==> config.mk <==
export PLATFORM = sky130hd
export DESIGN_NAME = bpds_mul
export DESIGN_NICKNAME = d
export VERILOG_FILES = /design/src/rtl/ballistic_pitch_drag_solver_defines.svh /design/src/rtl/bpds_pkg.sv /design/src/rtl/bpds_mul.sv
export SDC_FILE = /design/constraint.sdc
export NUM_CORES = 2
export LEC_CHECK = 0
export ABC_CLOCK_PERIOD_IN_PS = 13130
export BUFFER_PORTS_ARGS = -buffer_cell sky130_fd_sc_hd__buf_2
export CAP_MARGIN = 20
export CORE_ASPECT_RATIO = 1.1
export CORE_UTILIZATION = 55
export DETAILED_ROUTE_END_ITERATION = 12
export GPL_TIMING_DRIVEN = 1
export MAX_ROUTING_LAYER = met4
export PLACE_DENSITY = 0.8
export SLEW_MARGIN = 20
export SYNTH_ARGS = -nofsm -noshare
export SYNTH_HDL_FRONTEND = slang
export SYNTH_SLANG_ARGS = --single-unit
==> constraint.sdc <==
create_clock -name clk_i -period 13.13 [get_ports clk_i]
set_input_delay 1.9695 -clock clk_i [delete_from_list [all_inputs] [get_ports clk_i]]
set_output_delay 1.9695 -clock clk_i [all_outputs]
set_load 0.005 [all_outputs]
==> src/rtl/ballistic_pitch_drag_solver_defines.svh <==
// ----------------------------------------------------------------------------
// Ballistic pitch solver assertion macros
// Concurrent assertion helpers; empty when SYNTHESIS is defined.
// ----------------------------------------------------------------------------
`ifndef BALLISTIC_PITCH_DRAG_SOLVER_DEFINES_SVH
`define BALLISTIC_PITCH_DRAG_SOLVER_DEFINES_SVH

`ifndef SYNTHESIS
`define BPDS_ASSERT_IMP(lbl, clk, rstn, ante, cons, msg) \
  lbl: assert property (@(posedge clk) disable iff (!rstn) (ante) |-> (cons)) \
    else $error(msg);
`define BPDS_ASSERT_NXT(lbl, clk, rstn, ante, cons, msg) \
  lbl: assert property (@(posedge clk) disable iff (!rstn) (ante) |=> (cons)) \
    else $error(msg);
`else
`define BPDS_ASSERT_IMP(lbl, clk, rstn, ante, cons, msg)
`define BPDS_ASSERT_NXT(lbl, clk, rstn, ante, cons, msg)
`endif

`endif

==> src/rtl/bpds_pkg.sv <==
// ----------------------------------------------------------------------------
// Ballistic pitch solver package
// Number formats, constants, unit request types and the CORDIC angle table.
// ----------------------------------------------------------------------------
package bpds_pkg;

  localparam int FRAC_BITS     = 16;
  localparam int CORDIC_STAGES = 18;
  localparam int WF            = 30;            // internal Q30
  localparam int SH            = WF - FRAC_BITS;
  localparam int CNT_W         = 5;             // covers the 28-entry table
  localparam int CX_W          = 50;
  localparam int Z_W           = 34;
  localparam int NORM_BIT      = 46;
  localparam int TAYLOR_TERMS  = 12;
  localparam int QUO_W         = 42;
  localparam int DIV_PRE       = QUO_W - WF;
  localparam int CFG_IDX_W     = 2;
  localparam int CFG_DATA_W    = 21;

  typedef logic signed [63:0] w_t;

  localparam w_t ONE_W       = 64'sd1 <<< WF;
  localparam w_t HALF_PI_W   = 64'sd1686629713;
  localparam w_t LN2_W       = 64'sd744261118;
  localparam w_t KINV_W      = 64'sd652032874;
  localparam w_t EXP_ARG_MAX = 64'sd20 * ONE_W;
  localparam w_t T_MAX       = 64'sd1 <<< 40;
  localparam w_t YT_LIM      = 64'sd1 <<< 46;
  localparam w_t SAT_MAG     = 64'sd1 <<< 62;
  localparam w_t PITCH_MAX_W = (HALF_PI_W + (64'sd1 <<< (SH - 1))) >>> SH;
  localparam logic signed [17:0] PITCH_MAX = PITCH_MAX_W[17:0];

  localparam logic [1:0] STAT_CONV    = 2'd0;
  localparam logic [1:0] STAT_LIMIT   = 2'd1;
  localparam logic [1:0] STAT_INVALID = 2'd2;

  localparam logic [CFG_IDX_W-1:0] REG_DRAG    = 2'd0;
  localparam logic [CFG_IDX_W-1:0] REG_GRAVITY = 2'd1;
  localparam logic [CFG_IDX_W-1:0] REG_TOL     = 2'd2;
  localparam logic [CFG_IDX_W-1:0] REG_LIMIT   = 2'd3;

  localparam logic [15:0] DRAG_RST    = 16'd6554;
  localparam logic [20:0] GRAVITY_RST = 21'd641512;
  localparam logic [15:0] TOL_RST     = 16'd66;
  localparam logic [3:0]  LIMIT_RST   = 4'd10;

  typedef enum logic {CORDIC_VEC, CORDIC_ROT} cordic_mode_e;

  typedef struct packed {
    logic start;
    w_t   op_a;
    w_t   op_b;
  } mul_req_t;

  typedef struct packed {
    logic        start;
    logic [63:0] rem0;
    logic [63:0] bits;
    logic [5:0]  count;
    logic [63:0] den;
  } div_req_t;

  typedef struct packed {
    logic         start;
    cordic_mode_e mode;
    w_t           x;
    w_t           y;
    w_t           z;
  } cor_req_t;

  function automatic logic [29:0] atan_entry(input logic [CNT_W-1:0] idx);
    logic [29:0] v;
    case (idx)
      5'd0:  v = 30'd843314857;
      5'd1:  v = 30'd497837829;
      5'd2:  v = 30'd263043837;
      5'd3:  v = 30'd133525159;
      5'd4:  v = 30'd67021687;
      5'd5:  v = 30'd33543516;
      5'd6:  v = 30'd16775851;
      5'd7:  v = 30'd8388437;
      5'd8:  v = 30'd4194283;
      5'd9:  v = 30'd2097149;
      5'd10: v = 30'd1048576;
      5'd11: v = 30'd524288;
      5'd12: v = 30'd262144;
      5'd13: v = 30'd131072;
      5'd14: v = 30'd65536;
      5'd15: v = 30'd32768;
      5'd16: v = 30'd16384;
      5'd17: v = 30'd8192;
      5'd18: v = 30'd4096;
      5'd19: v = 30'd2048;
      5'd20: v = 30'd1024;
      5'd21: v = 30'd512;
      5'd22: v = 30'd256;
      5'd23: v = 30'd128;
      5'd24: v = 30'd64;
      5'd25: v = 30'd32;
      5'd26: v = 30'd16;
      5'd27: v = 30'd8;
      default: v = 30'd0;
    endcase
    return v;
  endfunction

  // Q(2*FRAC_BITS) product to Q30
  function automatic w_t to_w2(input logic [37:0] p);
    w_t r;
    if (2 * FRAC_BITS >= WF) begin
      r = w_t'(p >> (2 * FRAC_BITS - WF));
    end else begin
      r = w_t'(p) <<< (WF - 2 * FRAC_BITS);
    end
    return r;
  endfunction

endpackage

==> src/rtl/bpds_mul.sv <==
// ----------------------------------------------------------------------------
// Ballistic pitch solver multiplier
// Signed Q30 product from four 32x32 partial products, saturating.
// ----------------------------------------------------------------------------
module bpds_mul (
  input  logic              clk_i,
  input  logic              rst_ni,
  input  bpds_pkg::mul_req_t req_i,
  output logic              done_o,
  output bpds_pkg::w_t      res_o
);
  import bpds_pkg::*;

  logic         busy_q, done_q, neg_q;
  logic [1:0]   k_q;
  logic [63:0]  ma_q, mb_q;
  logic [127:0] acc_q;
  logic [31:0]  a_half, b_half;
  logic [63:0]  pp;
  logic [127:0] pp_sh;
  logic         sat;
  w_t           mag;

  always_comb begin
    a_half = k_q[0] ? ma_q[63:32] : ma_q[31:0];
    b_half = k_q[1] ? mb_q[63:32] : mb_q[31:0];
    pp     = a_half * b_half;
    unique case (k_q)
      2'd0:       pp_sh = {64'd0, pp};
      2'd1, 2'd2: pp_sh = {32'd0, pp, 32'd0};
      2'd3:       pp_sh = {pp, 64'd0};
    endcase
    sat   = |acc_q[127:92];
    mag   = sat ? SAT_MAG : w_t'({2'b00, acc_q[91:30]});
    res_o = neg_q ? -mag : mag;
  end

  assign done_o = done_q;

  always_ff @(posedge clk_i or negedge rst_ni) begin
    if (!rst_ni) begin
      busy_q <= 1'b0;
      done_q <= 1'b0;
      neg_q  <= 1'b0;
      k_q    <= '0;
      ma_q   <= '0;
      mb_q   <= '0;
      acc_q  <= '0;
    end else begin
      done_q <= 1'b0;
      if (req_i.start) begin
        busy_q <= 1'b1;
        k_q    <= '0;
        acc_q  <= '0;
        neg_q  <= req_i.op_a[63] ^ req_i.op_b[63];
        ma_q   <= req_i.op_a[63] ? 64'(-req_i.op_a) : 64'(req_i.op_a);
        mb_q   <= req_i.op_b[63] ? 64'(-req_i.op_b) : 64'(req_i.op_b);
      end else if (busy_q) begin
        acc_q <= acc_q + pp_sh;
        k_q   <= k_q + 2'd1;
        if (k_q == 2'd3) begin
          busy_q <= 1'b0;
          done_q <= 1'b1;
        end
      end
    end
  end

endmodule

==> results by stage <==
Clocking:
- The clock-pin slew of the registers on the worst-case setup and hold paths is 0.06 ns.
- The clock buffer count from CTS is 37.
- The number of H-tree levels is 2.
- TritonCTS built the clock tree.
- The longest clock path from root to sink contains 3 buffers.
- The cell sitting at the root of the clock tree is a sky130_fd_sc_hd__clkbuf_16.
- The post-cts hold buffer count is 0.
- The clock latency reported for the late side of the worst-skew pair is 0.62 ns.
- Clock tree synthesis found a total of roughly 260 sinks.

Placement:
- The count of port buffers added during placement is 195.
- At the end of routability-driven placement, the weighted congestion stood at 1.110.
- The minimum setup slack after placement is 0.2513 ns.
- The wire-length estimate of the detail-placed layout is approximately 180 mm.
- In this run the cell area measured after placement is 59280 sq um.

Global route:
- The via count of the first global-routing pass was 52690.
- Summed over all layers, the global routing overflow is 0.
- The first-pass GRT wire length is 326.2 mm.
- Global routing used a little over two fifths of the available tracks.
- The maximum number of pins on one net before global-route repair is 145.
- The number of antenna violations at the first check in global routing is 16.

Run:
- The max-capacitance violation count is 0.

Setup path:
- The data arrival time of the critical path is 13.19 ns.
- Counting stages on the worst path, the most repeated cell is sky130_fd_sc_hd__fa_1.
- The largest fanout on the critical path is 28.
- The largest delay contributor family on the critical path is adder cells.
- The critical path is of the flip-flop to flip-flop type.
- The total buffers and inverters traversed by the critical path is 7.
- On the worst path, the slowest cell contributes a delay of 0.81 ns.
- The startpoint class of the critical path is a flip-flop.
- For this design, the slowest cell found on the critical path is sky130_fd_sc_hd__mux2_1.
- STA classifies the critical path endpoint as a flip-flop.
- The required time of the critical path is 13.56 ns.

Final layout:
- The leading cell type in the layout, fill and taps excluded is sky130_fd_sc_hd__nor2_1.
- In the layout the commonest cells are sky130_fd_sc_hd__nor2_1 (991), sky130_fd_sc_hd__inv_1 (923), sky130_fd_sc_hd__fa_1 (897).
- The net total in the final layout is roughly 8400.
- The final instance area is 60890 sq um.
- The filler cells instantiated in the layout total 8936.
- In the final layout, the share of cells above drive strength 1 is 9.240%.
- Relative to the synthesized area, the layout overhead comes to 8.649%.

Logic synthesis:
- Of all flip-flops after synthesis, the portion carrying an async set or reset was 100.0%.
- After synthesis the cells add up to 56040 sq um.
- For this run, the leading register cell type out of synthesis is sky130_fd_sc_hd__dfrtp_1.
- The post-synthesis net count is 8240.
- Counting flops and latches in the post-synthesis netlist gives ~260.
- Of the synthesized area, sequential elements account for 11.65%.
- Counting flops with a built-in enable in the synthesized netlist gives 0.
- The count of cell types in the netlist is 77.
- Yosys printed 0 warnings.
- The cell count after synthesis is 6817.
- A synthesized cell averages 8.221 sq um.

Timing:
- Setup violations remaining at the end of the flow were counted as 0.
- The normalized max-slew margin is a little under a third.
- For the final database, setup skew stands at between 0.03 and 0.04 ns.
- At the pin with the least slew margin, the transition time is 1.016 ns.
- After layout, the minimum clock period comes to 12.75 ns.
- The highest clock rate is roughly 80 MHz.
- Setup repair after global routing could not meet its margin everywhere.
- The worst hold slack across all endpoints is just under 0.5 ns.
- The final cycle utilization of the critical path is slightly below 100%.
- The number of failing hold endpoints at the final stage is 0.
- The final-report max-slew violation count is 0.
- The worst setup margin is approximately 0.38 ns.

Route:
- The final layout contains routed wiring with a total length of 217.6 mm.
- For this run, design rule violations remaining after detail routing come to 0.
- The detail route stage leaves a number of antenna-violating nets equal to 0.
- The detailed-route vias per instance is 6.252.
- The wire length per cell is 26.29 um.
- The first-pass iteration count of the detailed router is 6.
- The first routing iteration left 5502 violations.
- The via total after detailed routing is 51760.

Floorplan:
- The overall die area is a little over 100000 sq um.
- The die is 306.4 um wide.
- The number of primary I/O pins is 196.
- The initial standard-cell utilization of the core is 55.63%.
- The die is 336.8 um tall.
- The core region is 100700 sq um.
- The standard-cell row count is 122.

Hold path:
- The worst min-delay path category is flip-flop to flip-flop.

Run status:
- The flow ran to the end, and the final reports show no timing, DRC or antenna violations.
-- final timing paths --
check / start / to / slack, ns / cells past startpoint
hold reg to reg: acc_q[16] / acc_q[16] / 0.49 / 2
hold / removal: acc_q[16] / acc_q[16] / 0.49 / 2
setup reg to reg: k_q[1] / acc_q[103] / 0.38 / 40
max in group asynchronous: rst_ni / k_q[0] / 10.13 / 2
setup / recovery: k_q[1] / acc_q[103] / 0.38 / 40
min in group asynchronous: rst_ni / acc_q[118] / 1.50 / 1
-- tightest hold or removal path: cells and delay by family, from the launching register on --
family          cells  cell delay, ns
compound gates      1            0.06
flops               1            0.35
simple gates        1            0.05
-- state kept, by name (all words and copies together), names as in the netlist --
register,count
ma_q,64
mb_q,64
acc_q,128
done_o,1
neg_q,1
k_q,2
busy_q,1
-- cells by family after synthesis --
kind of cell	count (synthesis)	synth area share, %
simple gates	2272	17.21
fa+ha+maj	1292	40.86
compound gates	1176	12.76
mux	196	3.662
buf+inv	1284	8.605
flops	261	11.65
xor+xnor	336	5.251
-- synthesized netlist by cell type, types with 48 or more instances --
cell | n | area [sq um]
sky130_fd_sc_hd__xnor2_1 | 112 | 980.9
sky130_fd_sc_hd__o31ai_1 | 61 | 457.9
sky130_fd_sc_hd__or3_1 | 48 | 300.3
sky130_fd_sc_hd__fa_1 | 897 | 17960
sky130_fd_sc_hd__nor3_1 | 62 | 310.3
sky130_fd_sc_hd__mux2_2 | 60 | 675.7
sky130_fd_sc_hd__nand3_1 | 76 | 380.4
sky130_fd_sc_hd__o21ai_0 | 297 | 1486
sky130_fd_sc_hd__inv_1 | 923 | 3465
sky130_fd_sc_hd__clkbuf_1 | 335 | 1257
sky130_fd_sc_hd__o21bai_1 | 61 | 457.9
sky130_fd_sc_hd__nand4_1 | 66 | 412.9
sky130_fd_sc_hd__ha_1 | 395 | 4942
sky130_fd_sc_hd__a21o_1 | 95 | 713.2
sky130_fd_sc_hd__dfrtp_1 | 261 | 6531
sky130_fd_sc_hd__nor2_1 | 992 | 3724
sky130_fd_sc_hd__xor2_1 | 224 | 1962
sky130_fd_sc_hd__nand2_1 | 811 | 3044
sky130_fd_sc_hd__mux2i_1 | 124 | 1241
sky130_fd_sc_hd__a21oi_1 | 426 | 2132
-- cell type report --
| cell class | count | area, sq um | share of cell area (%) |
|---|---|---|---|
| clock buffers | 47 | 1035 | 1.699 |
| clock inverters | 18 | 314.1 | 0.5158 |
| repair buffers | 438 | 2907 | 4.774 |
| inverters | 923 | 3465 | 5.690 |
| flip-flops and latches | 261 | 6544 | 10.75 |
| diodes | 17 | 42.54 | 0.06987 |
| well taps | 1302 | 1629 | 2.675 |
| multi-input cells | 5272 | 44950 | 73.83 |
-- metrics by stage --
stage / utilization (%) / setup TNS (ns) / cells
final: 60.44 / 0 / 8278
after detailed placement: 58.84 / 0 / 8182
after global placement: 58.84 / 0 / 8182
after global routing: 60.43 / -0.07695 / 8276
after CTS: 60.18 / 0 / 8247
after floorplan: - / 0 / 6817
-- per-layer routing --
metal / vias up / global-route usage [%] / share of wire [%]
li1: 22240 / - / -
met1: 25550 / 51.40 / 36
met2: 3085 / 67.43 / 45
met3: 877 / 10.30 / 11
met4: 0 / 29.87 / 8.5
met5: - / - / 0
-- what timing repair did --
item / 4_1_cts / 5_1_grt
gates resized for setup: 0 / 14
endpoints found under the setup margin: 0 / 29
buffers inserted: 0 / 14
Power is not shown: default switching activity piles up to over one toggle a cycle in this logic, so the estimate is an artifact.
