`config.mk`:
```
export PLATFORM = sky130hd
export DESIGN_NAME = bpds_div
export DESIGN_NICKNAME = d
export VERILOG_FILES = /design/src/rtl/ballistic_pitch_drag_solver_defines.svh /design/src/rtl/bpds_pkg.sv /design/src/rtl/bpds_div.sv
export SDC_FILE = /design/constraint.sdc
export NUM_CORES = 1
export LEC_CHECK = 0
export BUFFER_PORTS_ARGS = -buffer_cell sky130_fd_sc_hd__buf_2
export CELL_PAD_IN_SITES_DETAIL_PLACEMENT = 2
export CELL_PAD_IN_SITES_GLOBAL_PLACEMENT = 2
export CORE_AREA = 2 2 210 212
export DETAILED_ROUTE_END_ITERATION = 10
export DIE_AREA = 0 0 212 214
export PLACE_DENSITY = 0.81
export SLEW_MARGIN = 0
export SYNTH_ARGS = -nofsm -noshare
export SYNTH_HDL_FRONTEND = slang
export SYNTH_SLANG_ARGS = --single-unit
```
`constraint.sdc`:
```
create_clock -name clk_i -period 3.36 [get_ports clk_i]
set_input_delay 0.504 -clock clk_i [delete_from_list [all_inputs] [get_ports clk_i]]
set_output_delay 0.504 -clock clk_i [all_outputs]
set_load 0.05 [all_outputs]
```
`src/rtl/ballistic_pitch_drag_solver_defines.svh`:
```
// ----------------------------------------------------------------------------
// Ballistic pitch solver assertion macros
// Concurrent assertion helpers; empty when SYNTHESIS is defined.
// ----------------------------------------------------------------------------
`ifndef BALLISTIC_PITCH_DRAG_SOLVER_DEFINES_SVH
`define BALLISTIC_PITCH_DRAG_SOLVER_DEFINES_SVH

`ifndef SYNTHESIS
`define BPDS_ASSERT_IMP(lbl, clk, rstn, ante, cons, msg) \
  lbl: assert property (@(posedge clk) disable iff (!rstn) (ante) |-> (cons)) \
    else $error(msg);
`define BPDS_ASSERT_NXT(lbl, clk, rstn, ante, cons, msg) \
  lbl: assert property (@(posedge clk) disable iff (!rstn) (ante) |=> (cons)) \
    else $error(msg);
`else
`define BPDS_ASSERT_IMP(lbl, clk, rstn, ante, cons, msg)
`define BPDS_ASSERT_NXT(lbl, clk, rstn, ante, cons, msg)
`endif

`endif

```
`src/rtl/bpds_pkg.sv`:
```
// ----------------------------------------------------------------------------
// Ballistic pitch solver package
// Number formats, constants, unit request types and the CORDIC angle table.
// ----------------------------------------------------------------------------
package bpds_pkg;

  localparam int FRAC_BITS     = 16;
  localparam int CORDIC_STAGES = 18;
  localparam int WF            = 30;            // internal Q30
  localparam int SH            = WF - FRAC_BITS;
  localparam int CNT_W         = 5;             // covers the 28-entry table
  localparam int CX_W          = 50;
  localparam int Z_W           = 34;
  localparam int NORM_BIT      = 46;
  localparam int TAYLOR_TERMS  = 12;
  localparam int QUO_W         = 42;
  localparam int DIV_PRE       = QUO_W - WF;
  localparam int CFG_IDX_W     = 2;
  localparam int CFG_DATA_W    = 21;

  typedef logic signed [63:0] w_t;

  localparam w_t ONE_W       = 64'sd1 <<< WF;
  localparam w_t HALF_PI_W   = 64'sd1686629713;
  localparam w_t LN2_W       = 64'sd744261118;
  localparam w_t KINV_W      = 64'sd652032874;
  localparam w_t EXP_ARG_MAX = 64'sd20 * ONE_W;
  localparam w_t T_MAX       = 64'sd1 <<< 40;
  localparam w_t YT_LIM      = 64'sd1 <<< 46;
  localparam w_t SAT_MAG     = 64'sd1 <<< 62;
  localparam w_t PITCH_MAX_W = (HALF_PI_W + (64'sd1 <<< (SH - 1))) >>> SH;
  localparam logic signed [17:0] PITCH_MAX = PITCH_MAX_W[17:0];

  localparam logic [1:0] STAT_CONV    = 2'd0;
  localparam logic [1:0] STAT_LIMIT   = 2'd1;
  localparam logic [1:0] STAT_INVALID = 2'd2;

  localparam logic [CFG_IDX_W-1:0] REG_DRAG    = 2'd0;
  localparam logic [CFG_IDX_W-1:0] REG_GRAVITY = 2'd1;
  localparam logic [CFG_IDX_W-1:0] REG_TOL     = 2'd2;
  localparam logic [CFG_IDX_W-1:0] REG_LIMIT   = 2'd3;

  localparam logic [15:0] DRAG_RST    = 16'd6554;
  localparam logic [20:0] GRAVITY_RST = 21'd641512;
  localparam logic [15:0] TOL_RST     = 16'd66;
  localparam logic [3:0]  LIMIT_RST   = 4'd10;

  typedef enum logic {CORDIC_VEC, CORDIC_ROT} cordic_mode_e;

  typedef struct packed {
    logic start;
    w_t   op_a;
    w_t   op_b;
  } mul_req_t;

  typedef struct packed {
    logic        start;
    logic [63:0] rem0;
    logic [63:0] bits;
    logic [5:0]  count;
    logic [63:0] den;
  } div_req_t;

  typedef struct packed {
    logic         start;
    cordic_mode_e mode;
    w_t           x;
    w_t           y;
    w_t           z;
  } cor_req_t;

  function automatic logic [29:0] atan_entry(input logic [CNT_W-1:0] idx);
    logic [29:0] v;
    case (idx)
      5'd0:  v = 30'd843314857;
      5'd1:  v = 30'd497837829;
      5'd2:  v = 30'd263043837;
      5'd3:  v = 30'd133525159;
      5'd4:  v = 30'd67021687;
      5'd5:  v = 30'd33543516;
      5'd6:  v = 30'd16775851;
      5'd7:  v = 30'd8388437;
      5'd8:  v = 30'd4194283;
      5'd9:  v = 30'd2097149;
      5'd10: v = 30'd1048576;
      5'd11: v = 30'd524288;
      5'd12: v = 30'd262144;
      5'd13: v = 30'd131072;
      5'd14: v = 30'd65536;
      5'd15: v = 30'd32768;
      5'd16: v = 30'd16384;
      5'd17: v = 30'd8192;
      5'd18: v = 30'd4096;
      5'd19: v = 30'd2048;
      5'd20: v = 30'd1024;
      5'd21: v = 30'd512;
      5'd22: v = 30'd256;
      5'd23: v = 30'd128;
      5'd24: v = 30'd64;
      5'd25: v = 30'd32;
      5'd26: v = 30'd16;
      5'd27: v = 30'd8;
      default: v = 30'd0;
    endcase
    return v;
  endfunction

  // Q(2*FRAC_BITS) product to Q30
  function automatic w_t to_w2(input logic [37:0] p);
    w_t r;
    if (2 * FRAC_BITS >= WF) begin
      r = w_t'(p >> (2 * FRAC_BITS - WF));
    end else begin
      r = w_t'(p) <<< (WF - 2 * FRAC_BITS);
    end
    return r;
  endfunction

endpackage

```
`src/rtl/bpds_div.sv`:
```
// ----------------------------------------------------------------------------
// Ballistic pitch solver divider
// Restoring divider, one quotient bit per cycle from a preloaded remainder.
// ----------------------------------------------------------------------------
module bpds_div (
  input  logic                         clk_i,
  input  logic                         rst_ni,
  input  bpds_pkg::div_req_t           req_i,
  output logic                         done_o,
  output logic [bpds_pkg::QUO_W-1:0]   quo_o
);
  import bpds_pkg::*;

  logic             busy_q, done_q;
  logic [63:0]      rem_q, bits_q, den_q;
  logic [5:0]       cnt_q;
  logic [QUO_W-1:0] quo_q;
  logic [63:0]      r2;
  logic             ge;

  // remainder stays below the divisor, so its top bit is always clear
  assign r2     = {rem_q[62:0], bits_q[63]};
  assign ge     = r2 >= den_q;
  assign done_o = done_q;
  assign quo_o  = quo_q;

  always_ff @(posedge clk_i or negedge rst_ni) begin
    if (!rst_ni) begin
      busy_q <= 1'b0;
      done_q <= 1'b0;
      rem_q  <= '0;
      bits_q <= '0;
      den_q  <= '0;
      cnt_q  <= '0;
      quo_q  <= '0;
    end else begin
      done_q <= 1'b0;
      if (req_i.start) begin
        busy_q <= 1'b1;
        rem_q  <= req_i.rem0;
        bits_q <= req_i.bits;
        den_q  <= req_i.den;
        cnt_q  <= req_i.count;
        quo_q  <= '0;
      end else if (busy_q) begin
        rem_q  <= ge ? r2 - den_q : r2;
        bits_q <= {bits_q[62:0], 1'b0};
        quo_q  <= {quo_q[QUO_W-2:0], ge};
        cnt_q  <= cnt_q - 6'd1;
        if (cnt_q == 6'd1) begin
          busy_q <= 1'b0;
          done_q <= 1'b1;
        end
      end
    end
  end

endmodule

```
==> run summary <==
The endpoint type of the worst setup path is a register. For the worst-skew pair, the clock arrives at the later sink with an insertion delay of around 0.6 ns. In this run, distinct cell masters in the synthesized netlist total 69. Sequential cells account for 24.6% of the total power. The worst path setup slack after routing is 0.1119 ns. The sequential cells in the finished layout cover a total of 6035 um2.

For this run, the total global-route usage over all layers was measured as 23.51%. The clock tree root buffer cell is sky130_fd_sc_hd__clkbuf_16. The worst-case IR drop observed on VDD is between 0.4 and 0.5 mV. By startpoint and endpoint, the worst setup path is classified as register to register. The multi-input logic area came out at 8298 um2. The growth of design area from synthesis to finish came out at 21.76%. The worst setup path is launched from a register. The first global-routing pass estimated around 86 mm of wire. The total power consumption of the routed design came out at 15850 uW.

The number of primary I/O pins is 244. The final worst-path cycle share came out at 96.67%. The arrival time at the worst endpoint came out at between 3 and 4 ns.

The total die area is between 40000 and 50000 um2. The core area is 42890 um2. The endpoint identified for the worst register-to-register timing path is rem_q[28]. The via count of the first global-routing pass is around 16000. In this run, the combinational gates consume 54.4% of the power. The overall die width came out at 212 um. The number of cells on the worst hold path came out at 3.

TritonCTS built the clock tree. The number of cells on the worst reg-to-reg path is 10. After detailed routing, the average wire length per cell comes to 20.72 um.

The largest net degree at the start of global routing came out at 173. The clock net sink count is 241. The number of placed instances, taps included is 2524.

After floorplanning, the core was divided into 76 placement rows. The max-capacitance violation count is 0. In the synthesized netlist the dominant register cell turns out to be sky130_fd_sc_hd__dfrtp_1. The placement-stage worst setup slack came out at -0.3421 ns. The HPWL after detailed placement came out at 38.95 mm. The maximum level of the CTS H-tree came out at 1. The per-instance average area after synthesis came out at 8.592 um2. The initial core utilization is 34.96%. The last weighted congestion value of the routability-driven placer came out at 0.8548. The peak clock frequency supported by timing came out at 0.3079 GHz. The worst hold slack is 0.1310 ns. Measured along the y axis, the die boundary spans 214 um. For hold timing, the worst endpoint is den_q[5]. Summing every instance area after synthesis gives 14990 um2. The detailed-route via count came out at 14040. The routed via count divided by cell count is between 5 and 6. Clock skew on the completed layout was measured at 0.02320 ns. The final-report hold violation count is 0. The layout filler cell count came out at 4820.

The post-detailed-route count of antenna-violating nets came out at 0. Along the worst path, the maximum fanout reaches 23. The final layout contains routed wiring with a total length of 53.75 mm. The final-report max-slew violation count came out at 0. For this design the static power due to leakage is 0.009071 uW.

The number of synthesized register bits is 241. The clock-pin slew reported for the worst setup and hold paths after clock tree synthesis came out at 0.06 ns. The net count after synthesis came out at 2013.

The global route total overflow came out at 0. The total power per unit cell area is 868.3 nW/um2. The number of buffer cells added on primary ports is 242. The maximum buffer depth of the clock tree came out at 3. The number of setup violations in the final report is 0. The worst min-delay path category is input pin to register. The initial antenna violation count came out at 9. For this run, design rule violations remaining after detail routing come to 0.

Net switching is 44.00% of the power. The data required time of the critical path came out at approximately 3.8 ns. The worst register-to-register path begins at rem_q[12]. The register-to-register path setup slack is 0.11 ns. The clock share of power is 21.0%. The Yosys step of the flow raised 0 warnings. The placed cell area came out at approximately 17000 um2. Sequential elements use between 40 and 50% of the synthesized area.

The instance count of the mapped netlist is 1745. The ratio of cells with drive above 1 in the final layout is 20.06%. Leaving out filler cells and counting taps, the final layout contains between 2000 and 3000.

The cell area after layout came out at around 18000 um2. The run finished with clean final reports. The switching power is ~7000 uW. The worst path needs approximately 3.2 ns of the cycle, external delays included. The count of routing violations after the opening detailed-route iteration is 697. At the pin with the least slew margin, the transition time is 0.9414 ns.

The internal power of the cells totals between 8000 and 9000 uW. Counting the buffers created by CTS gives 30. The number of nets in the final layout came out at 2245.

The number of enable flip-flop cells after synthesis came out at 0. After synthesis, the share of flip-flops with an asynchronous set or reset is 100.0%. The first TritonRoute pass finished after 5 iterations. The startpoint of the tightest hold check path is req_i[5]. Measured against its own limit, the worst slew margin works out to 37.24%.
## flip-flops by register name, summed over array words and instances (netlist names)
signal / count
cnt_q: 6
busy_q: 1
rem_q: 63
bits_q: 64
den_q: 64
done_o: 1
quo_o: 42
## placed cells by master (no fill, tap or decap), types with 25 or more instances in the layout
cell	count
sky130_fd_sc_hd__nand2_1	259
sky130_fd_sc_hd__dfrtp_1	240
sky130_fd_sc_hd__buf_2	240
sky130_fd_sc_hd__o21ai_0	178
sky130_fd_sc_hd__nor2_1	158
sky130_fd_sc_hd__mux2i_1	108
sky130_fd_sc_hd__a21oi_1	94
sky130_fd_sc_hd__inv_1	89
sky130_fd_sc_hd__ha_1	62
sky130_fd_sc_hd__buf_4	61
sky130_fd_sc_hd__a31oi_1	32
sky130_fd_sc_hd__xnor2_1	31
sky130_fd_sc_hd__clkbuf_16	31
sky130_fd_sc_hd__xor2_1	30
sky130_fd_sc_hd__nor2b_1	30
sky130_fd_sc_hd__o211ai_1	30
sky130_fd_sc_hd__nand3_1	25
sky130_fd_sc_hd__o221ai_1	25
## routing by layer
layer | wire length, um | vias up | global-route usage (%)
met3 | 1458 | 100 | 2.873
li1 | - | 6619 | -
met2 | 28060 | 213 | 42.64
met1 | 22540 | 7109 | 28.67
met4 | 1688 | 2 | 7.559
met5 | 11 | - | 0
## repair_timing
action,4_1_cts,5_1_grt
setup buffers,1,2
pin swaps,2,4
hold buffers,1,0
endpoints found under the setup margin,54,60
gates cloned,2,0
resized for setup,4,19
hold endpoints to repair,74,0
## synth_stat cells, drive strengths merged, types with 9 or more instances
cell type | number | area share (%)
a211oi | 11 | 0.55
a21o | 12 | 0.60
a21oi | 98 | 3.4
a22o | 23 | 1.3
a31oi | 33 | 1.4
buf | 41 | 1.4
clkbuf | 72 | 1.8
dfrtp | 241 | 40
ha | 66 | 5.5
inv | 89 | 2.2
mux2i | 108 | 7.2
nand2 | 260 | 6.5
nand2b | 13 | 0.54
nand3 | 25 | 0.83
nand4 | 23 | 0.96
nor2 | 160 | 4.1
nor2b | 30 | 1.3
nor3 | 17 | 0.60
o211ai | 30 | 1.5
o21ai | 188 | 6.3
o21bai | 11 | 0.55
o221ai | 25 | 1.5
o31ai | 9 | 0.52
xnor2 | 31 | 1.8
xor2 | 30 | 1.8
## cells by family after synthesis
logic type / synth area share (%)
fa+ha+maj: 5.641
flops: 40.22
simple gates: 16.79
mux: 7.511
buf+inv: 5.383
xor+xnor: 3.563
compound gates: 20.89
## stage by stage
step	TNS, ns	util, %
floorplan	0	-
global placement	-0.2266	39.81
detailed placement	-0.8205	39.81
CTS	0	42.26
global route	-0.004392	42.56
finish	0	42.57
## power groups by stage
stage | Sequential (uW) | Clock, uW | Combinational [uW]
after global routing | 3970 | 3530 | 9480
final | 3900 | 3320 | 8630
after detailed placement | 3940 | 0 | 8250
after global placement | 3890 | 0 | 7880
after floorplan | 3820 | 0 | 5650
after CTS | 3900 | 3420 | 8460
## final cells by class
class / instances / share of cell area (%)
Sequential cell: 241 / 33.06
Multi-Input combinational cell: 1304 / 45.46
Antenna cell: 10 / 0.1371
Inverter: 89 / 1.830
Tap cell: 585 / 4.010
Clock buffer: 45 / 4.866
Timing Repair Buffer: 311 / 10.08
Clock inverter: 9 / 0.5689
## worst max path at each step
stage               startpoint         to  slack, ns
CTS                   rem_q[6]  rem_q[60]      0.004
floorplan           bits_q[63]  rem_q[59]       0.42
global placement    bits_q[63]  rem_q[27]      -0.23
finish               rem_q[12]  rem_q[28]       0.11
global route         den_q[17]  rem_q[48]     -0.003
detailed placement    den_q[0]  rem_q[27]      -0.34
## critical path: stages, from the launching register on
cell and delay [ns]:
sky130_fd_sc_hd__dfrtp_1 0.40, sky130_fd_sc_hd__ha_1 0.31, sky130_fd_sc_hd__a211oi_1 0.30, sky130_fd_sc_hd__nor2_1 0.14, sky130_fd_sc_hd__a21oi_1 0.32, sky130_fd_sc_hd__a31oi_2 0.20, sky130_fd_sc_hd__nor3_4 0.37, sky130_fd_sc_hd__o311a_4 0.40
sky130_fd_sc_hd__nand2b_1 0.24, sky130_fd_sc_hd__buf_12 0.22, sky130_fd_sc_hd__o221ai_1 0.17
No activity file was read; power rests on OpenSTA's default activity.
