==> src/rtl/ballistic_pitch_drag_solver_defines.svh <==
// ----------------------------------------------------------------------------
// Ballistic pitch solver assertion macros
// Concurrent assertion helpers; empty when SYNTHESIS is defined.
// ----------------------------------------------------------------------------
`ifndef BALLISTIC_PITCH_DRAG_SOLVER_DEFINES_SVH
`define BALLISTIC_PITCH_DRAG_SOLVER_DEFINES_SVH

`ifndef SYNTHESIS
`define BPDS_ASSERT_IMP(lbl, clk, rstn, ante, cons, msg) \
  lbl: assert property (@(posedge clk) disable iff (!rstn) (ante) |-> (cons)) \
    else $error(msg);
`define BPDS_ASSERT_NXT(lbl, clk, rstn, ante, cons, msg) \
  lbl: assert property (@(posedge clk) disable iff (!rstn) (ante) |=> (cons)) \
    else $error(msg);
`else
`define BPDS_ASSERT_IMP(lbl, clk, rstn, ante, cons, msg)
`define BPDS_ASSERT_NXT(lbl, clk, rstn, ante, cons, msg)
`endif

`endif

==> src/rtl/bpds_pkg.sv <==
// ----------------------------------------------------------------------------
// Ballistic pitch solver package
// Number formats, constants, unit request types and the CORDIC angle table.
// ----------------------------------------------------------------------------
package bpds_pkg;

  localparam int FRAC_BITS     = 16;
  localparam int CORDIC_STAGES = 18;
  localparam int WF            = 30;            // internal Q30
  localparam int SH            = WF - FRAC_BITS;
  localparam int CNT_W         = 5;             // covers the 28-entry table
  localparam int CX_W          = 50;
  localparam int Z_W           = 34;
  localparam int NORM_BIT      = 46;
  localparam int TAYLOR_TERMS  = 12;
  localparam int QUO_W         = 42;
  localparam int DIV_PRE       = QUO_W - WF;
  localparam int CFG_IDX_W     = 2;
  localparam int CFG_DATA_W    = 21;

  typedef logic signed [63:0] w_t;

  localparam w_t ONE_W       = 64'sd1 <<< WF;
  localparam w_t HALF_PI_W   = 64'sd1686629713;
  localparam w_t LN2_W       = 64'sd744261118;
  localparam w_t KINV_W      = 64'sd652032874;
  localparam w_t EXP_ARG_MAX = 64'sd20 * ONE_W;
  localparam w_t T_MAX       = 64'sd1 <<< 40;
  localparam w_t YT_LIM      = 64'sd1 <<< 46;
  localparam w_t SAT_MAG     = 64'sd1 <<< 62;
  localparam w_t PITCH_MAX_W = (HALF_PI_W + (64'sd1 <<< (SH - 1))) >>> SH;
  localparam logic signed [17:0] PITCH_MAX = PITCH_MAX_W[17:0];

  localparam logic [1:0] STAT_CONV    = 2'd0;
  localparam logic [1:0] STAT_LIMIT   = 2'd1;
  localparam logic [1:0] STAT_INVALID = 2'd2;

  localparam logic [CFG_IDX_W-1:0] REG_DRAG    = 2'd0;
  localparam logic [CFG_IDX_W-1:0] REG_GRAVITY = 2'd1;
  localparam logic [CFG_IDX_W-1:0] REG_TOL     = 2'd2;
  localparam logic [CFG_IDX_W-1:0] REG_LIMIT   = 2'd3;

  localparam logic [15:0] DRAG_RST    = 16'd6554;
  localparam logic [20:0] GRAVITY_RST = 21'd641512;
  localparam logic [15:0] TOL_RST     = 16'd66;
  localparam logic [3:0]  LIMIT_RST   = 4'd10;

  typedef enum logic {CORDIC_VEC, CORDIC_ROT} cordic_mode_e;

  typedef struct packed {
    logic start;
    w_t   op_a;
    w_t   op_b;
  } mul_req_t;

  typedef struct packed {
    logic        start;
    logic [63:0] rem0;
    logic [63:0] bits;
    logic [5:0]  count;
    logic [63:0] den;
  } div_req_t;

  typedef struct packed {
    logic         start;
    cordic_mode_e mode;
    w_t           x;
    w_t           y;
    w_t           z;
  } cor_req_t;

  function automatic logic [29:0] atan_entry(input logic [CNT_W-1:0] idx);
    logic [29:0] v;
    case (idx)
      5'd0:  v = 30'd843314857;
      5'd1:  v = 30'd497837829;
      5'd2:  v = 30'd263043837;
      5'd3:  v = 30'd133525159;
      5'd4:  v = 30'd67021687;
      5'd5:  v = 30'd33543516;
      5'd6:  v = 30'd16775851;
      5'd7:  v = 30'd8388437;
      5'd8:  v = 30'd4194283;
      5'd9:  v = 30'd2097149;
      5'd10: v = 30'd1048576;
      5'd11: v = 30'd524288;
      5'd12: v = 30'd262144;
      5'd13: v = 30'd131072;
      5'd14: v = 30'd65536;
      5'd15: v = 30'd32768;
      5'd16: v = 30'd16384;
      5'd17: v = 30'd8192;
      5'd18: v = 30'd4096;
      5'd19: v = 30'd2048;
      5'd20: v = 30'd1024;
      5'd21: v = 30'd512;
      5'd22: v = 30'd256;
      5'd23: v = 30'd128;
      5'd24: v = 30'd64;
      5'd25: v = 30'd32;
      5'd26: v = 30'd16;
      5'd27: v = 30'd8;
      default: v = 30'd0;
    endcase
    return v;
  endfunction

  // Q(2*FRAC_BITS) product to Q30
  function automatic w_t to_w2(input logic [37:0] p);
    w_t r;
    if (2 * FRAC_BITS >= WF) begin
      r = w_t'(p >> (2 * FRAC_BITS - WF));
    end else begin
      r = w_t'(p) <<< (WF - 2 * FRAC_BITS);
    end
    return r;
  endfunction

endpackage

==> src/rtl/bpds_cordic.sv <==
// ----------------------------------------------------------------------------
// Ballistic pitch solver CORDIC
// One micro-rotation per cycle; vectoring gives atan2, rotation sin and cos.
// ----------------------------------------------------------------------------
module bpds_cordic (
  input  logic               clk_i,
  input  logic               rst_ni,
  input  bpds_pkg::cor_req_t req_i,
  output logic               done_o,
  output bpds_pkg::w_t       ang_o,
  output bpds_pkg::w_t       sin_o,
  output bpds_pkg::w_t       cos_o
);
  import bpds_pkg::*;

  typedef enum logic [1:0] {C_IDLE, C_NORM, C_ITER} cstate_e;

  cstate_e                 state_q;
  cordic_mode_e            mode_q;
  logic                    neg_q, done_q;
  logic signed [CX_W-1:0]  cx_q, cy_q, xs, ys, orv;
  logic signed [Z_W-1:0]   z_q, tz, zc;
  logic [CNT_W-1:0]        i_q;
  logic                    pos;
  w_t                      ay;

  always_comb begin
    ay  = req_i.y[63] ? -req_i.y : req_i.y;
    orv = cx_q | cy_q;
    xs  = cx_q >>> i_q;
    ys  = cy_q >>> i_q;
    tz  = Z_W'(atan_entry(i_q));
    pos = (mode_q == CORDIC_VEC) ? cy_q[CX_W-1] : !z_q[Z_W-1];
    if (z_q[Z_W-1]) begin
      zc = '0;
    end else if (w_t'(z_q) > HALF_PI_W) begin
      zc = Z_W'(HALF_PI_W);
    end else begin
      zc = z_q;
    end
  end

  assign done_o = done_q;
  assign ang_o  = neg_q ? -w_t'(zc) : w_t'(zc);
  assign sin_o  = w_t'(cy_q);
  assign cos_o  = w_t'(cx_q);

  always_ff @(posedge clk_i or negedge rst_ni) begin
    if (!rst_ni) begin
      state_q <= C_IDLE;
      mode_q  <= CORDIC_VEC;
      neg_q   <= 1'b0;
      done_q  <= 1'b0;
      cx_q    <= '0;
      cy_q    <= '0;
      z_q     <= '0;
      i_q     <= '0;
    end else begin
      done_q <= 1'b0;
      unique case (state_q)
        C_IDLE: begin
          if (req_i.start) begin
            mode_q <= req_i.mode;
            i_q    <= '0;
            if (req_i.mode == CORDIC_VEC) begin
              neg_q   <= req_i.y[63];
              cx_q    <= req_i.x[CX_W-1:0];
              cy_q    <= ay[CX_W-1:0];
              z_q     <= '0;
              state_q <= C_NORM;
            end else begin
              neg_q   <= 1'b0;
              cx_q    <= KINV_W[CX_W-1:0];
              cy_q    <= '0;
              z_q     <= req_i.z[Z_W-1:0];
              state_q <= C_ITER;
            end
          end
        end
        C_NORM: begin
          // scale both up until one reaches bit NORM_BIT
          if (|orv[CX_W-1:NORM_BIT]) begin
            state_q <= C_ITER;
          end else if (orv[NORM_BIT-1:NORM_BIT-8] == 8'd0) begin
            cx_q <= cx_q <<< 8;
            cy_q <= cy_q <<< 8;
          end else begin
            cx_q <= cx_q <<< 1;
            cy_q <= cy_q <<< 1;
          end
        end
        C_ITER: begin
          if (pos) begin
            cx_q <= cx_q - ys;
            cy_q <= cy_q + xs;
            z_q  <= z_q - tz;
          end else begin
            cx_q <= cx_q + ys;
            cy_q <= cy_q - xs;
            z_q  <= z_q + tz;
          end
          i_q <= i_q + CNT_W'(1);
          if (i_q == CNT_W'(CORDIC_STAGES - 1)) begin
            state_q <= C_IDLE;
            done_q  <= 1'b1;
          end
        end
        default: state_q <= C_IDLE;
      endcase
    end
  end

endmodule

==> config.mk <==
export PLATFORM = sky130hd
export DESIGN_NAME = bpds_cordic
export DESIGN_NICKNAME = d
export VERILOG_FILES = /design/src/rtl/ballistic_pitch_drag_solver_defines.svh /design/src/rtl/bpds_pkg.sv /design/src/rtl/bpds_cordic.sv
export SDC_FILE = /design/constraint.sdc
export NUM_CORES = 1
export LEC_CHECK = 0
export ABC_CLOCK_PERIOD_IN_PS = 7200
export BUFFER_PORTS_ARGS = -buffer_cell sky130_fd_sc_hd__clkbuf_2
export CELL_PAD_IN_SITES_DETAIL_PLACEMENT = 1
export CELL_PAD_IN_SITES_GLOBAL_PLACEMENT = 2
export CORE_ASPECT_RATIO = 1.5
export CORE_MARGIN = 3
export CORE_UTILIZATION = 32
export DETAILED_ROUTE_END_ITERATION = 6
export PLACE_DENSITY_LB_ADDON = 0.12
export SLEW_MARGIN = 25
export SYNTH_ARGS = -nofsm -noshare
export SYNTH_HDL_FRONTEND = slang
export SYNTH_SLANG_ARGS = --single-unit
==> constraint.sdc <==
create_clock -name clk_i -period 7.2 [get_ports clk_i]
set_input_delay 1.44 -clock clk_i [delete_from_list [all_inputs] [get_ports clk_i]]
set_output_delay 1.44 -clock clk_i [all_outputs]
set_load 0.005 [all_outputs]
==> flow_metrics.tcl, run 1 <==
set metrics [dict create \
    postRouteWirelength_um 174000 \
    synth-compound-area-share 0.285 \
    synth_area_um2 29200 \
    crit_required_ns 7.65 \
    ys_async_sr_fraction 1.00 \
    worst_clock_skew_ns 0.0200 \
    final.fill_count 11300 \
    unique_cell_type_count_in_the_yosys_netlist 106 \
    design.core.area_um2 90500 \
    timing.critical_path.from "i_q[0]$_DFFE_PN0P_" \
    clk_latency_ns 0.55 \
    setup_viol 0 \
    cts_htree_levels 4 \
    detailroute.via_count 35100 \
    layout_common_cells "610 x sky130_fd_sc_hd__buf_4, 389 x sky130_fd_sc_hd__nor2_1, 382 x sky130_fd_sc_hd__nand2_1" \
    tightest_slew_ns 1.09 \
    max_freq_mhz 143 \
    drt-wirelength-per-cell_um 30.6 \
    drive_above_1_share 0.283 \
    grt_pass1_wl_um 249000 \
    dieHeight_um 376 \
    synth.area.top_cells "sky130_fd_sc_hd__dfrtp_1 12%, sky130_fd_sc_hd__mux4_2 6.5%, sky130_fd_sc_hd__ha_1 6.4%" \
    synth_edf_count 0 \
    finalWeightedCongestion 1.00 \
    grt_start_max_net_pins 78 \
    synthesis.instances 3842 \
    drt_pass1_iterations 6 \
    netlist.top_cell.by_area "sky130_fd_sc_hd__dfrtp_1" \
    antenna_violations_before_repair 4 \
    clock_path_buffers 2 \
    dp_hpwl_um 139000 \
    synthesis.yosys.warnings 0 \
    holdBufCountCts 0 \
    cts_tree "built" \
    clock_tree.root_cell "sky130_fd_sc_hd__clkbuf_16" \
    placed_instance_count 5627 \
    holdCritPathClass "reg -> reg" \
    finalNonFillerCells 5672 \
    synth_top_flop_cell "sky130_fd_sc_hd__dfrtp_1" \
    worst_setup_hold_path_clk_slew_ns 0.07 \
    floorplan.initialDensity 0.323 \
    synth.net_count 4191 \
    synth_adder_area_share 0.0662 \
    layout.cells.most_common "sky130_fd_sc_hd__buf_4" \
    global_route.overflow_total 0 \
    cts-buffers-inserted 17 \
    die-width_um 253 \
    placed_area_um2 35600 \
    design.portCount 389 \
    first_global_vias 36300 \
    preCtsSetupSlack_ns -0.0715 \
    cts.sinks 144 \
    report.final.slew_viol_count 0 \
    die_area_um2 95100 \
    hold_violations 0 \
    design_area_um2 36500 \
    final_stage_net_count 4842 \
    post_synthesis_share_of_cell_area_spent_on_and_or_nand_and_nor_gates 0.205 \
    finalWorstPathRequiredPeriod_ns 7.00 \
    syn_to_final_growth_pct 24.8 \
    yosysTopAreaCellShare 0.123 \
    synth.ff_latch_count 144 \
    setup.worst_path.class "reg -> reg" \
    synth.yosys.seq_area_share 0.123 \
    start_kind "register" \
    largest_family_of_logic_cells_by_synthesized_area "compound AO/OA/AOI/OAI gates" \
    worst_ep_arrival_time_ns 7.46 \
    finalWorstSetupSlack_ns 0.197 \
    end_kind "register" \
    drtIter0Drc 2455 \
    io_buffers 331 \
    relSlewSlack 0.273 \
    detail_route.vias_per_cell 6.18 \
    final.period_utilization 0.973 \
    critPathMaxFanout 7 \
    synth_mux_area_frac 0.169 \
    drcViolationCount 0 \
    synth_xor_area_frac 0.0871 \
    placement_rows 135 \
    worstHoldStart "z_q[31]$_DFFE_PN0P_" \
    grt_usage 0.356 \
    timing.rr.start "i_q[0]$_DFFE_PN0P_" \
    avgSynthCellArea_um2 7.61 \
    antenna_left 0 \
    max-cap-violations 0 \
    status "completed" \
]
==> what timing repair did <==
| item | 4_1_cts | 5_1_grt |
|---|---|---|
| resized for setup | 6 | 51 |
| setup endpoints to repair | 6 | 23 |
| setup buffers | 2 | 7 |
| pin swaps | 0 | 13 |
| cloned | 0 | 2 |
==> cells by family (layout without fill, tap and decap cells) <==
logic type,Yosys count,after routing
compound gates,1259,1259
xor+xnor,291,291
fa+ha+maj,153,153
buf+inv,388,1052
flops,144,144
mux,330,330
other cells,0,2
simple gates,1277,1277
==> final cells by class <==
type | instances | area [um2] | area share
Timing Repair Buffer | 957 | 6570 | 0.180
Tap cell | 1164 | 1460 | 0.0399
Sequential cell | 144 | 3620 | 0.0993
Clock inverter | 14 | 204 | 0.00559
Antenna cell | 2 | 5.00 | 0.000137
Clock buffer | 18 | 439 | 0.0120
Multi-Input combinational cell | 3310 | 24000 | 0.656
Inverter | 63 | 236 | 0.00648
==> worst max-delay path: stages, from the launching register on <==
cell and delay, ns:
sky130_fd_sc_hd__dfrtp_4 0.57, sky130_fd_sc_hd__buf_4 0.17, sky130_fd_sc_hd__buf_12 0.12, sky130_fd_sc_hd__mux4_2 0.59, sky130_fd_sc_hd__mux4_2 0.51, sky130_fd_sc_hd__a2111oi_2 0.34, sky130_fd_sc_hd__a221o_1 0.25, sky130_fd_sc_hd__and4_1 0.26
sky130_fd_sc_hd__nand3_2 0.19, sky130_fd_sc_hd__or3_1 0.41, sky130_fd_sc_hd__o21ai_1 0.18, sky130_fd_sc_hd__xor2_1 0.09, sky130_fd_sc_hd__buf_4 0.17, sky130_fd_sc_hd__ha_1 0.33, sky130_fd_sc_hd__nand4_1 0.15, sky130_fd_sc_hd__or3_1 0.42
sky130_fd_sc_hd__nor4_2 0.17, sky130_fd_sc_hd__buf_4 0.19, sky130_fd_sc_hd__o31ai_4 0.09, sky130_fd_sc_hd__o31ai_1 0.23, sky130_fd_sc_hd__buf_4 0.21, sky130_fd_sc_hd__o22ai_1 0.09, sky130_fd_sc_hd__buf_4 0.16, sky130_fd_sc_hd__buf_4 0.14
sky130_fd_sc_hd__xnor2_1 0.39, sky130_fd_sc_hd__buf_4 0.21, sky130_fd_sc_hd__a221oi_1 0.07, sky130_fd_sc_hd__o21ai_0 0.19
==> worst paths after layout <==
check	end	slack [ns]	depth (start not counted)
max in group asynchronous	i_q[1]$_DFFE_PN0P_	4.94	2
hold / removal	z_q[31]$_DFFE_PN0P_	0.55	2
setup / recovery	cx_q[39]$_DFFE_PN0P_	0.20	27
setup reg to reg	cx_q[39]$_DFFE_PN0P_	0.20	27
hold reg to reg	z_q[31]$_DFFE_PN0P_	0.55	2
min in group asynchronous	z_q[32]$_DFFE_PN0P_	0.81	1
==> registers in the layout, summed over array words and instances (netlist names) <==
register,count
mode_q,1
cy_q,50
i_q,5
neg_q,1
z_q,34
state_q,2
done_o,1
cx_q,50
==> metal layers <==
| metal | global-route usage | routed length (um) |
|---|---|---|
| met5 | 0 | 23 |
| met4 | 0.251 | 14600 |
| met3 | 0.0485 | 8610 |
| met2 | 0.644 | 87300 |
| met1 | 0.379 | 63100 |
==> cell usage after synthesis (all sizes together), types with 82 or more instances <==
| cell | n |
|---|---|
| a21o | 85 |
| a21oi | 282 |
| a221oi | 82 |
| buf | 122 |
| clkbuf | 202 |
| dfrtp | 144 |
| ha | 150 |
| mux2i | 144 |
| mux4 | 113 |
| nand2 | 384 |
| nand3 | 85 |
| nor2 | 395 |
| nor3 | 83 |
| o21ai | 303 |
| xnor2 | 170 |
| xor2 | 121 |
==> metrics by stage <==
stage                TNS, ns  utilization  hold slack, ns
CTS                        0        0.400           0.566
floorplan                  0            -           0.488
detailed placement   -0.0998        0.393           0.553
global placement      -0.108        0.393           0.527
global route        -0.00977        0.403           0.595
finish                     0        0.403           0.553
Power of run 1 is left out: the tool's default activity adds up to more than one toggle a clock period on the data nets, which glitch-free logic cannot reach.
==> run 2, diff against run 1 <==
ABC_CLOCK_PERIOD_IN_PS = 8760   (was 7200)
CORE_UTILIZATION = 38   (was 32)
clock period = 8.76 ns   (was 7.2 ns; I/O delays follow)
==> run 2 against run 1 <==
  * The flow now finishes with violations (design-rule violations)
  * Fmax decreased by 15%
  * Final cell count decreased by 11%
  * Wire length decreased by 7.8%
  * Die area decreased by 15%
  * Highest routed layer unchanged
==> flow_metrics.tcl, run 2 (synthesis gave the netlist of run 1 again) <==
set metrics [dict create \
    failed_checks "design-rule violations" \
    worstPathBufferInverterCount 4 \
    grt_setup_unrepaired "false" \
    final_stage_net_count 4388 \
    grt_pass1_wl_um 232000 \
    drt_pass1_iterations 7 \
    cts-buffers-inserted 17 \
    relSlewSlack 0.290 \
    report.final.slew_viol_count 0 \
    antenna_left 0 \
    setup_viol 0 \
    syn_to_final_growth_pct 11.3 \
    placement_rows 124 \
    drive_above_1_share 0.193 \
    max_stage_delay_cell_worst_path "sky130_fd_sc_hd__mux4_1" \
    grt_usage 0.389 \
    holdCritPathClass "reg -> reg" \
    worst_setup_hold_path_clk_slew_ns 0.07 \
    hold_violations 0 \
    drt-wirelength-per-cell_um 31.6 \
    end_kind "register" \
    design.portCount 389 \
    max-cap-violations 0 \
    worst_ep_arrival_time_ns 8.66 \
    critPathMaxFanout 49 \
    global_route.overflow_total 0 \
    detail_route.vias_per_cell 6.65 \
    cts_repair_resize_count 0 \
    die_area_um2 80400 \
    floorplan.initialDensity 0.384 \
    antenna_violations_before_repair 6 \
    detailroute.via_count 33700 \
    setup-tns-final_ns 0 \
    crit_required_ns 9.19 \
    finalWeightedCongestion 1.04 \
    finalWorstPathRequiredPeriod_ns 8.23 \
    max_freq_mhz 121 \
    grt_start_max_net_pins 87 \
    clk_latency_ns 0.54 \
    clock_path_buffers 2 \
    layout.cells.most_common "sky130_fd_sc_hd__nor2_1" \
    cts_htree_levels 4 \
    die-width_um 233 \
    regToRegSetupSlack_ns 0.53 \
    reg_top3 "cx_q: 50 flops, cy_q: 50 flops, z_q: 34 flops" \
    cts.sinks 144 \
    dieHeight_um 346 \
    dp_hpwl_um 123000 \
    io_buffers 331 \
    start_kind "register" \
    status "finished, violations left" \
    layout_common_cells "387 x sky130_fd_sc_hd__nor2_1, 384 x sky130_fd_sc_hd__nand2_1, 330 x sky130_fd_sc_hd__clkbuf_2" \
    cts_tree "built" \
    critPathMaxStageDelay_ns 0.98 \
    setup.worst_path.class "reg -> reg" \
    first_global_vias 34600 \
    design.core.area_um2 76200 \
    worst_clock_skew_ns 0.0123 \
    final.period_utilization 0.940 \
    postRouteWirelength_um 160000 \
    critical-path-top-delay-family "compound AO/OA/AOI/OAI gates" \
    postCtsSetupBuffers 0 \
    tightest_slew_ns 1.06 \
    holdBufCountCts 0 \
    clock_tree.root_cell "sky130_fd_sc_hd__clkbuf_16" \
    drtIter0Drc 2392 \
    drcViolationCount 14 \
]
## run 2: cell count changes in the layout (fill, tap and decap cells not counted), sizes merged, moves of 2 or more
cell	before	now
buf	625	173
bufinv	4	1
clkinv	6	8
diode	2	4
inv	65	63
## run 2: area by class of cell
| class | count | area, um2 |
|---|---|---|
| clock inverter | 12 | 111 |
| antenna | 4 | 10.0 |
| tap | 1008 | 1260 |
| inverter | 63 | 236 |
| clock buffer | 19 | 443 |
| sequential | 144 | 3620 |
| fill | 9549 | 43600 |
| multi-input combinational | 3310 | 23800 |
| timing repair buffer | 503 | 3020 |
## run 2: worst register-to-register path, stage by stage (launching register included)
cell and delay, ns:
sky130_fd_sc_hd__dfrtp_4 0.96, sky130_fd_sc_hd__buf_4 0.48, sky130_fd_sc_hd__mux4_1 0.98, sky130_fd_sc_hd__mux2i_1 0.26
sky130_fd_sc_hd__mux4_2 0.30, sky130_fd_sc_hd__and3_1 0.19, sky130_fd_sc_hd__and2_1 0.19, sky130_fd_sc_hd__inv_2 0.05
sky130_fd_sc_hd__or3_1 0.51, sky130_fd_sc_hd__or2_1 0.38, sky130_fd_sc_hd__nand2_1 0.14, sky130_fd_sc_hd__xnor2_1 0.19
sky130_fd_sc_hd__ha_1 0.35, sky130_fd_sc_hd__a21oi_1 0.18, sky130_fd_sc_hd__o21ai_0 0.12, sky130_fd_sc_hd__a2111oi_0 0.66
sky130_fd_sc_hd__o31ai_1 0.21, sky130_fd_sc_hd__a221oi_1 0.34, sky130_fd_sc_hd__buf_4 0.19, sky130_fd_sc_hd__nor3b_1 0.08
sky130_fd_sc_hd__o41ai_1 0.32, sky130_fd_sc_hd__buf_4 0.21, sky130_fd_sc_hd__o31ai_1 0.12, sky130_fd_sc_hd__o31ai_1 0.28
sky130_fd_sc_hd__xnor2_1 0.11, sky130_fd_sc_hd__a221o_1 0.33
## run 2: worst paths after layout
path	end	startpoint	cells past startpoint
max	cy_q[47]$_DFFE_PN0P_	i_q[2]$_DFFE_PN0P_	25
min	z_q[31]$_DFFE_PN0P_	z_q[31]$_DFFE_PN0P_	2
max reg2reg	cy_q[47]$_DFFE_PN0P_	i_q[2]$_DFFE_PN0P_	25
min reg2reg	z_q[31]$_DFFE_PN0P_	z_q[31]$_DFFE_PN0P_	2
max in group asynchronous	cx_q[1]$_DFFE_PN0P_	rst_ni	2
min in group asynchronous	z_q[32]$_DFFE_PN0P_	rst_ni	1
## run 2: metal layers
layer  global-route usage  up-vias  wire length, um
li1                     -    14900                -
met1                0.416    16800            57500
met2                0.657     1479            76700
met3               0.0794      556            10600
met4                0.316        2            15300
met5                    0        -               13
## run 2: stage by stage
step           worst slack (ns)  std cells  instance area (um2)  utilization  hold slack, ns
2_1_floorplan              1.83       3842                29200            -           0.488
3_3_place_gp              0.571       5027                31900        0.419           0.515
3_5_place_dp              0.502       5027                32000        0.419           0.525
4_1_cts                   0.479       5058                32500        0.427           0.540
5_1_grt                   0.117       5059                32500        0.427           0.590
6_report                  0.527       5063                32500        0.427           0.538
Power of run 2 is left out for the same reason.
